### config.mk
export PLATFORM = sky130hd
export DESIGN_NAME = integer_to_radix_digits
export DESIGN_NICKNAME = d
export VERILOG_FILES = /design/src/rtl/itrd_pkg.sv /design/src/rtl/integer_to_radix_digits.sv /design/src/rtl/itrd_ram.sv /design/src/rtl/itrd_div.sv
export SDC_FILE = /design/constraint.sdc
export NUM_CORES = 1
export LEC_CHECK = 0
export BUFFER_PORTS_ARGS = -buffer_cell sky130_fd_sc_hd__buf_2
export CORE_MARGIN = 4
export CORE_UTILIZATION = 50
export CTS_CLUSTER_SIZE = 10
export DETAILED_ROUTE_END_ITERATION = 10
export PLACE_DENSITY = 0.68
export RECOVER_POWER = 50
export SLEW_MARGIN = 5
export SYNTH_ARGS = -nofsm -noshare
export SYNTH_HDL_FRONTEND = slang
export SYNTH_SLANG_ARGS = --single-unit
### constraint.sdc
create_clock -name clk -period 3.5 [get_ports clk]
set_input_delay 0.7 -clock clk [delete_from_list [all_inputs] [get_ports clk]]
set_output_delay 0.7 -clock clk [all_outputs]
set_load 0.02 [all_outputs]
### src/rtl/itrd_pkg.sv
// Shared widths, register indexes and types for the integer to radix digit converter.
package itrd_pkg;

	localparam int MAG_W          = 32;
	localparam int RADIX_W        = 16;
	localparam int MIN_W          = 7;
	localparam int CFG_IDX_W      = 2;
	localparam int CFG_DATA_W     = 16;
	localparam int MAX_DIGITS_DEF = 64;
	localparam int STEP_W         = $clog2(MAG_W);

	localparam logic [RADIX_W-1:0] RADIX_RST = RADIX_W'(10);
	localparam logic [RADIX_W-1:0] RADIX_MIN = RADIX_W'(2);
	localparam logic [MIN_W-1:0]   MIN_RST   = '0;

	typedef enum logic [CFG_IDX_W-1:0] {
		REG_RADIX      = 2'd0,
		REG_MIN_DIGITS = 2'd1
	} cfg_reg_t;

	typedef struct packed {
		logic [MAG_W-1:0]   quo;
		logic [RADIX_W-1:0] rem;
	} div_res_t;

endpackage

### src/rtl/integer_to_radix_digits.sv
// Top level: converts a signed 32-bit integer into radix digits, most significant first.
//
// The magnitude of each accepted value is split into digits by a bit-serial divider that
// works out all 32 quotient bits for each digit, least significant digit first; digits
// are kept in a RAM and then sent out most significant first, preceded by leading zeros
// up to min_digits, with last set on the final digit. One item is in work at a time, and
// a zero value counts one digit. Each output digit is held until out_ready. radix below 2
// acts as 2; min_digits above MAX_DIGITS acts as MAX_DIGITS. Write configuration only
// while the block is idle.
module integer_to_radix_digits #(
	parameter int MAX_DIGITS = itrd_pkg::MAX_DIGITS_DEF
) (
	input  logic                              clk,
	input  logic                              arst_n,
	input  logic                              cfg_valid,
	output logic                              cfg_ready,
	input  logic [itrd_pkg::CFG_IDX_W-1:0]    cfg_index,
	input  logic [itrd_pkg::CFG_DATA_W-1:0]   cfg_data,
	input  logic                              in_valid,
	output logic                              in_ready,
	input  logic signed [itrd_pkg::MAG_W-1:0] value,
	output logic                              out_valid,
	input  logic                              out_ready,
	output logic [itrd_pkg::RADIX_W-1:0]      digit,
	output logic                              last
);
	import itrd_pkg::*;

	localparam int AW = $clog2(MAX_DIGITS);
	localparam int CW = $clog2(MAX_DIGITS + 1);

	typedef enum logic [2:0] {
		S_IDLE,
		S_START,
		S_DIV,
		S_RD,
		S_LD,
		S_WAIT
	} state_t;

	state_t              state_q;
	logic [RADIX_W-1:0]  radix_q;
	logic [MIN_W-1:0]    min_digits_q;
	logic [MAG_W-1:0]    mag_q;
	logic [CW-1:0]       n_q;
	logic [CW-1:0]       want_q;
	logic [AW-1:0]       k_q;
	logic [RADIX_W-1:0]  digit_q;
	logic                last_q;
	logic                out_valid_q;

	logic [RADIX_W-1:0]  base;
	logic [MAG_W-1:0]    mag_in;
	logic [CW-1:0]       total;
	logic                div_start;
	logic                div_done;
	div_res_t            div_res;
	logic                ram_we;
	logic [RADIX_W-1:0]  ram_rdata;

	assign base      = (radix_q < RADIX_MIN) ? RADIX_MIN : radix_q;
	assign mag_in    = value[MAG_W-1] ? (~value + MAG_W'(1)) : value;
	assign total     = (n_q > want_q) ? n_q : want_q;
	assign div_start = (state_q == S_START) && !((n_q != '0) && (mag_q == '0));
	assign ram_we    = (state_q == S_DIV) && div_done;
	assign cfg_ready = 1'b1;
	assign in_ready  = (state_q == S_IDLE);

	itrd_div u_div (
		.clk      (clk),
		.arst_n   (arst_n),
		.start    (div_start),
		.dividend (mag_q),
		.divisor  (base),
		.done     (div_done),
		.res      (div_res)
	);

	itrd_ram #(
		.WIDTH (RADIX_W),
		.DEPTH (MAX_DIGITS)
	) u_ram (
		.clk   (clk),
		.we    (ram_we),
		.waddr (n_q[AW-1:0]),
		.wdata (div_res.rem),
		.raddr (k_q),
		.rdata (ram_rdata)
	);

	always_ff @(posedge clk or negedge arst_n) begin
		if (!arst_n) begin
			state_q      <= S_IDLE;
			radix_q      <= RADIX_RST;
			min_digits_q <= MIN_RST;
			mag_q        <= '0;
			n_q          <= '0;
			want_q       <= '0;
			k_q          <= '0;
			digit_q      <= '0;
			last_q       <= 1'b0;
			out_valid_q  <= 1'b0;
		end else begin
			if (cfg_valid) begin
				case (cfg_index)
					REG_RADIX:      radix_q <= cfg_data;
					REG_MIN_DIGITS: min_digits_q <= cfg_data[MIN_W-1:0];
					default: ;
				endcase
			end
			case (state_q)
				S_IDLE: begin
					if (in_valid) begin
						mag_q   <= mag_in;
						n_q     <= '0;
						want_q  <= (min_digits_q > MIN_W'(MAX_DIGITS)) ?
							CW'(MAX_DIGITS) : CW'(min_digits_q);
						state_q <= S_START;
					end
				end
				S_START: begin
					if ((n_q != '0) && (mag_q == '0)) begin
						k_q     <= AW'(total - CW'(1));
						state_q <= S_RD;
					end else begin
						state_q <= S_DIV;
					end
				end
				S_DIV: begin
					if (div_done) begin
						mag_q   <= div_res.quo;
						n_q     <= n_q + CW'(1);
						state_q <= S_START;
					end
				end
				S_RD: begin
					state_q <= S_LD;
				end
				S_LD: begin
					digit_q     <= (CW'(k_q) >= n_q) ? '0 : ram_rdata;
					last_q      <= (k_q == '0);
					out_valid_q <= 1'b1;
					state_q     <= S_WAIT;
				end
				S_WAIT: begin
					if (out_ready) begin
						out_valid_q <= 1'b0;
						if (last_q) begin
							state_q <= S_IDLE;
						end else begin
							k_q     <= k_q - AW'(1);
							state_q <= S_RD;
						end
					end
				end
				default: begin
					state_q <= S_IDLE;
				end
			endcase
		end
	end

	assign out_valid = out_valid_q;
	assign digit     = digit_q;
	assign last      = last_q;

endmodule

### src/rtl/itrd_ram.sv
// Generic single write port, single read port RAM with registered read data.
module itrd_ram #(
	parameter int WIDTH = 16,
	parameter int DEPTH = 64
) (
	input  logic                     clk,
	input  logic                     we,
	input  logic [$clog2(DEPTH)-1:0] waddr,
	input  logic [WIDTH-1:0]         wdata,
	input  logic [$clog2(DEPTH)-1:0] raddr,
	output logic [WIDTH-1:0]         rdata
);

	logic [WIDTH-1:0] mem_q [DEPTH];
	logic [WIDTH-1:0] rdata_q;

	always_ff @(posedge clk) begin
		if (we) begin
			mem_q[waddr] <= wdata;
		end
		rdata_q <= mem_q[raddr];
	end

	assign rdata = rdata_q;

endmodule

### src/rtl/itrd_div.sv
// Bit-serial restoring divider: one quotient bit per cycle.
module itrd_div (
	input  logic                          clk,
	input  logic                          arst_n,
	input  logic                          start,
	input  logic [itrd_pkg::MAG_W-1:0]    dividend,
	input  logic [itrd_pkg::RADIX_W-1:0]  divisor,
	output logic                          done,
	output itrd_pkg::div_res_t            res
);
	import itrd_pkg::*;

	logic                run_q;
	logic                done_q;
	logic [STEP_W-1:0]   cnt_q;
	logic [MAG_W-1:0]    quo_q;
	logic [RADIX_W-1:0]  rem_q;
	logic [RADIX_W:0]    trial;
	logic                fits;

	assign trial = {rem_q, quo_q[MAG_W-1]};
	assign fits  = trial >= {1'b0, divisor};

	always_ff @(posedge clk or negedge arst_n) begin
		if (!arst_n) begin
			run_q  <= 1'b0;
			done_q <= 1'b0;
			cnt_q  <= '0;
			quo_q  <= '0;
			rem_q  <= '0;
		end else begin
			done_q <= 1'b0;
			if (start) begin
				run_q <= 1'b1;
				cnt_q <= STEP_W'(MAG_W - 1);
				quo_q <= dividend;
				rem_q <= '0;
			end else if (run_q) begin
				quo_q <= {quo_q[MAG_W-2:0], fits};
				rem_q <= fits ? RADIX_W'(trial - {1'b0, divisor}) : RADIX_W'(trial);
				cnt_q <= cnt_q - STEP_W'(1);
				if (cnt_q == '0) begin
					run_q  <= 1'b0;
					done_q <= 1'b1;
				end
			end
		end
	end

	assign done    = done_q;
	assign res.quo = quo_q;
	assign res.rem = rem_q;

endmodule

==> flow_summary.ini, run 1 <==
[finish]
multi_input_area_um2 = 12500
finalNonFillerCells = 4178
seq_area_um2 = 34900
diodes = 0
layout_common_cells = 1,024 x edfxtp_1, 303 x mux4_2, 173 x nor2_1, 139 x clkbuf_16, 128 x dfrtp_1
nets = 2929
final_common_cell = edfxtp_1
fillers = 7105
syn_to_final_growth_pct = 14.1
drive_gt1_frac = 0.255
finalInstanceArea_um2 = 54900
final_util = 0.576

[global_route]
track_usage = 0.223
grt_pass1_wl_mm = 170
grt-ovfl-total = 0
grt_max_degree = 73
grt_pass1_vias = 26100
grt_antenna_before_repair = 0

[yosys]
synthArstFlopShare = 0.127
netlist_instances = 2601
syn-cell-area_um2 = 48100
synth_cell_types = 65
ys_ff_latch = 1191
synth_fp_nets = 2692
synth_area_per_cell_um2 = 18.5
synth-edff-count = 1024
ys_seq_area_frac = 0.724
ys_warn_count = 0
ys.flop_type = edfxtp_1

[clock_tree]
cts_buffer_depth = 3
cts_tree = yes
cts_max_level = 4
clk_pin_slew_ns = 0.05
numCtsBuffers = 138
cts_setup_buffers = 0
clk_latency_ns = 0.73
numClockSinks = 1191
cts-root-buf = clkbuf_16

[timing]
max_freq_mhz = 303
setup_viol = 0
period_minus_slack_ns = 3.30
tightest_slew_ns = 1.85
fin_skew_ns = 0.0294
finalHoldViolations = 0
finalSetupTns_ns = 0
fin_crit_sh = 0.942
setup_ws_ns = 0.203
drv_slew = 408
maxSlewHeadroom = -0.236

[flow_run]
drv_cap = 7

[die]
num_rows = 113
fp.dieArea_um2 = 101000
ios = 75
core_area_um2 = 95300
chipHeight_um = 318
die_w_um = 318
initial_core_util = 0.505

[pwr]
power_density_nw_per_um2 = 836
power.leakage_nw = 18.8
ir_drop_uv = 663

[worst_hold_path]
hold_class = primary input to flip-flop

[place]
gp_congestion = 0.864
dpl_cell_area_um2 = 51000
place_ws_ns = 0.239
hpwl_mm = 70.1
portBuffers = 73
placedCellCount = 3962

[worst_setup_path]
critical_path_class = flip-flop to flip-flop
worstPathArrival_ns = 3.94
crit_path_max_fanout = 15
worst_setup_path_end_kind = flip-flop
worstPathRequired_ns = 4.14
start_kind = flip-flop

[route]
wl_met3_mm = 8.72
drc = 0
initialDrtViolationCount = 2836
wl_met2_mm = 53.4
wire_per_inst_um = 26.9
finalWirelength_mm = 112
first_pass_iters = 5
dr_total_vias = 25600
highest_layer = met4
wl_met1_mm = 47.4
ant_nets = 0
vias_per_cell = 6.13

[run_status]
failed_checks = max-capacitance violations, max-slew violations
status = finished, violations left
==> stage by stage <==
| stage | total power, mW | hold slack (ns) |
|---|---|---|
| floorplan | 28.1 | 0.404 |
| detailed placement | 33.3 | 0.432 |
| CTS | 46.1 | 0.145 |
| global route | 48.0 | 0.170 |
| finish | 45.9 | 0.188 |
| global placement | 32.8 | 0.421 |
==> kinds of logic (layout without fill, tap and decap cells) <==
logic type | after synthesis | count (layout) | share of synthesized area
DFF | 1191 | 1191 | 0.724
xor gates and xnor gates | 49 | 49 | 0.00892
AOI/OAI and AO/OA | 313 | 313 | 0.0376
muxes | 405 | 405 | 0.164
other | 1 | 1 | 0.0000779
buffers and inverters | 180 | 492 | 0.0159
and+or+nand+nor | 426 | 426 | 0.0403
adders and majority gates | 36 | 36 | 0.00952
==> path summary, 6_finish.rpt <==
path / start / end / slack (ns) / cells after the start
setup reg to reg: radix_q[8] / u_div.rem_q[0] / 0.20 / 14
hold reg to reg: u_ram.rdata[7] / digit[7] / 0.43 / 2
hold / removal: cfg_data[8] / radix_q[8] / 0.19 / 3
max in group asynchronous: arst_n / u_div.rem_q[15] / 0.92 / 3
min in group asynchronous: arst_n / u_div.rem_q[0] / 1.01 / 2
setup / recovery: radix_q[8] / u_div.rem_q[0] / 0.20 / 14
==> state kept, by name (all words and copies together), names as in the netlist <==
signal	count
min_digits_q	7
n_q	7
u_div.quo_q	32
digit	16
radix_q	16
mag_q	32
k_q	6
u_div.done	1
u_div.run_q	1
u_div.rem_q	16
u_ram.mem_q	1024
last	1
u_div.cnt_q	5
want_q	7
out_valid	1
state_q	3
u_ram.rdata	16
==> what timing repair did <==
action,4_1_cts,5_1_grt
hold endpoints to repair,44,0
setup endpoints to repair,0,3
resized for setup,0,1
hold buffers,1,0
==> layout make-up <==
type	instances	area share
clock buffers	198	0.0674
clock inverters	17	0.00547
inverters	41	0.00280
multi-input cells	1230	0.228
flip-flops and latches	1191	0.635
well taps	1265	0.0288
repair buffers	236	0.0317
==> metal layers <==
layer | vias up | GRT usage
met4 | 0 | 0.0676
li1 | 10900 | -
met1 | 13400 | 0.327
met5 | - | 0
met2 | 1120 | 0.349
met3 | 173 | 0.0393
==> report_power, final <==
group | internal, mW | total, mW | switching, mW
Combinational | 5.69 | 14.0 | 8.36
Sequential | 18.1 | 19.0 | 0.907
Clock | 7.37 | 12.8 | 5.45
Total | 31.2 | 45.9 | 14.7
==> cells in the mapped netlist, types with 5 or more instances <==
cell type / number / area, um2
nor2b_1: 8 / 50.1
buf_4: 7 / 52.6
mux4_2: 303 / 6820
a21o_1: 9 / 67.6
nand2b_1: 11 / 68.8
clkbuf_1: 88 / 330
dfrtp_1: 149 / 3730
nor2_1: 173 / 649
or4_1: 5 / 37.5
nor4_1: 15 / 93.8
buf_1: 7 / 26.3
or3_1: 10 / 62.6
xor2_1: 28 / 245
inv_1: 41 / 154
o41ai_1: 7 / 61.3
dfxtp_1: 16 / 320
nand3b_1: 9 / 67.6
mux2i_1: 81 / 811
a31oi_1: 7 / 43.8
o22ai_1: 11 / 68.8
nand2_1: 126 / 473
a21oi_1: 124 / 621
ha_1: 35 / 438
edfxtp_1: 1024 / 30700
a22oi_1: 5 / 37.5
nor3_1: 17 / 85.1
buf_2: 34 / 170
o221ai_1: 7 / 61.3
o21ai_0: 99 / 495
xnor2_1: 21 / 184
nand4_1: 13 / 81.3
mux2_2: 21 / 236
o211ai_1: 5 / 37.5
nand3_1: 20 / 100
o31ai_1: 11 / 82.6
==> worst max-delay path, stage by stage (launching register included) <==
cell and delay [ns]:
dfrtp_1 0.40, nor4_2 0.31, nand4_1 0.15, nand2b_1 0.14
inv_1 0.05, ha_1 0.28, nor2b_1 0.14, o31a_1 0.26
o31a_1 0.30, o21a_1 0.23, o211ai_1 0.22, buf_4 0.25
mux2i_1 0.24, mux2i_1 0.11, nor2_1 0.13
Note: power is estimated with default switching activity, not from simulation.
==> run 2, diff against run 1 <==
--- a/config.mk
+++ b/config.mk
@@ -11,7 +11,6 @@
 export CTS_CLUSTER_SIZE = 10
 export DETAILED_ROUTE_END_ITERATION = 10
 export PLACE_DENSITY = 0.68
-export RECOVER_POWER = 50
 export SLEW_MARGIN = 5
 export SYNTH_ARGS = -nofsm -noshare
 export SYNTH_HDL_FRONTEND = slang
==> run 2 against run 1 <==
Net effect:
- the flow now finishes without violations
- critical path depth is the same
- combinational power is essentially flat
- cell area grew 0.14%
- global-route usage is the same
- register-to-register slack is essentially flat
- worst setup slack lost 0.0050 ns
- hold slack lost 0.0047 ns
==> flow_summary.ini, run 2 (synthesis results as in run 1) <==
[global_route]
track_usage = 0.223
grt-ovfl-total = 0
grt_max_degree = 73
met2_usage = 0.349
met1_usage = 0.327
grt_pass1_wl_mm = 170
grt_antenna_before_repair = 0
grt_pass1_vias = 26100
use_met3 = 0.0393
grt.busiest_layer = met2

[die]
die_w_um = 318
ios = 75
fp.dieArea_um2 = 101000
num_rows = 113
chipHeight_um = 318
initial_core_util = 0.505
core_area_um2 = 95300

[worst_setup_path]
critical_path_class = flip-flop to flip-flop
cpLargestDelayFamily = compound AO/OA/AOI/OAI gates
cp_num_buf_inv = 2
worst_setup_path_end_kind = flip-flop
worstPathRequired_ns = 4.15
path_cells = nor4_2, nand4_1, nand2b_1, inv_1, ha_1, nor2b_1, o31a_1, o31a_1, o21a_1, o211ai_1, buf_4, mux2i_1, mux2i_1, nor2_1
start_kind = flip-flop
worstPathArrival_ns = 3.95
worst_path_largest_cell_delay_ns = 0.40
slowest_stage = dfrtp_1
rrSetupSlack_ns = 0.20
crit_path_max_fanout = 15

[timing]
finalHoldViolations = 0
maxSlewHeadroom = 0.293
period_minus_slack_ns = 3.30
holdWs_ns = 0.183
fin_skew_ns = 0.0290
fin_crit_sh = 0.943
setup_viol = 0
tightest_slew_ns = 1.06
drv_slew = 0
max_freq_mhz = 303

[route]
first_pass_iters = 6
ant_nets = 0
vias_per_cell = 6.13
dr_total_vias = 25600
initialDrtViolationCount = 2843
wire_per_inst_um = 27.0
finalWirelength_mm = 113
drc = 0

[place]
hpwl_mm = 70.1
portBuffers = 73
gp_congestion = 0.864

[pwr]
finalPower_mw = 45.8
ir_drop_uv = 700
power.leakage_nw = 18.9
power_density_nw_per_um2 = 834

[finish]
largest_reg_flops = 1024
nets = 2929
largest_registers = u_ram.mem_q (1024), mag_q (32), u_div.quo_q (32)
final_common_cell = edfxtp_1
syn_to_final_growth_pct = 14.2
regMostFlops = u_ram.mem_q
drive_gt1_frac = 0.259
layout_common_cells = 1,024 x edfxtp_1, 303 x mux4_2, 173 x nor2_1, 145 x buf_4, 139 x clkbuf_16
diodes = 0

[clock_tree]
numCtsBuffers = 138
cts-root-buf = clkbuf_16
numClockSinks = 1191
cts_tree = yes
clk_pin_slew_ns = 0.05
cts_setup_buffers = 0
clk_latency_ns = 0.74
cts_max_level = 4
cts_buffer_depth = 3

[worst_hold_path]
hold_class = primary input to flip-flop

[flow_run]
drv_cap = 0

[run_status]
status = completed
-- run 2: cell count changes in the layout (fill, tap and decap cells not counted), moves of 2 or more --
cell,change
clkbuf_1,-9
buf_2,+2
buf_4,+22
clkbuf_2,-16
-- run 2: layer usage --
| metal | share of wire | vias to the layer above |
|---|---|---|
| met5 | 0 | - |
| met4 | 0.026 | 0 |
| met3 | 0.074 | 171 |
| met2 | 0.48 | 1098 |
| met1 | 0.42 | 13400 |
| li1 | - | 10900 |
-- run 2: per-stage QoR --
stage / cell area [um2] / utilization / setup TNS, ns / cells / setup slack, ns
finish: 55000 / 0.577 / 0 / 4178 / 0.198
global route: 55000 / 0.577 / -0.000191 / 4178 / -0.000191
CTS: 55000 / 0.577 / 0 / 4178 / 0.212
detailed placement: 51000 / 0.535 / 0 / 3962 / 0.239
global placement: 51000 / 0.535 / 0 / 3962 / 0.237
floorplan: 48100 / - / 0 / 2601 / 0.223
-- run 2: area by class of cell --
type,count,area [um2]
well taps,1265,1580
clock buffers,198,3700
flip-flops and latches,1191,34900
repair buffers,236,1810
clock inverters,17,300
multi-input cells,1230,12500
inverters,41,154
fillers,7086,40300
-- run 2: final timing paths --
path,end,startpoint,cells past startpoint
hold / removal,radix_q[8],cfg_data[8],3
min in group asynchronous,u_div.rem_q[0],arst_n,2
max in group asynchronous,digit[6],arst_n,3
hold reg to reg,digit[7],u_ram.rdata[7],2
setup reg to reg,u_div.rem_q[0],radix_q[8],14
setup / recovery,u_div.rem_q[0],radix_q[8],14
-- run 2: power breakdown --
part	internal (mW)	switching (mW)
sequential	18.0	0.910
combinational	5.74	8.36
clock	7.37	5.46
total	31.1	14.7
-- run 2: repair_timing --
action	4_1_cts	5_1_grt
endpoints found under the setup margin	0	3
gates resized for setup	0	1
hold buffers	1	0
hold endpoints to repair	44	0
-- run 2: tightest hold or removal path, cell delays in order --
cell and delay [ns]:
buf_2 0.08, nand2_1 0.03, o21ai_0 0.05
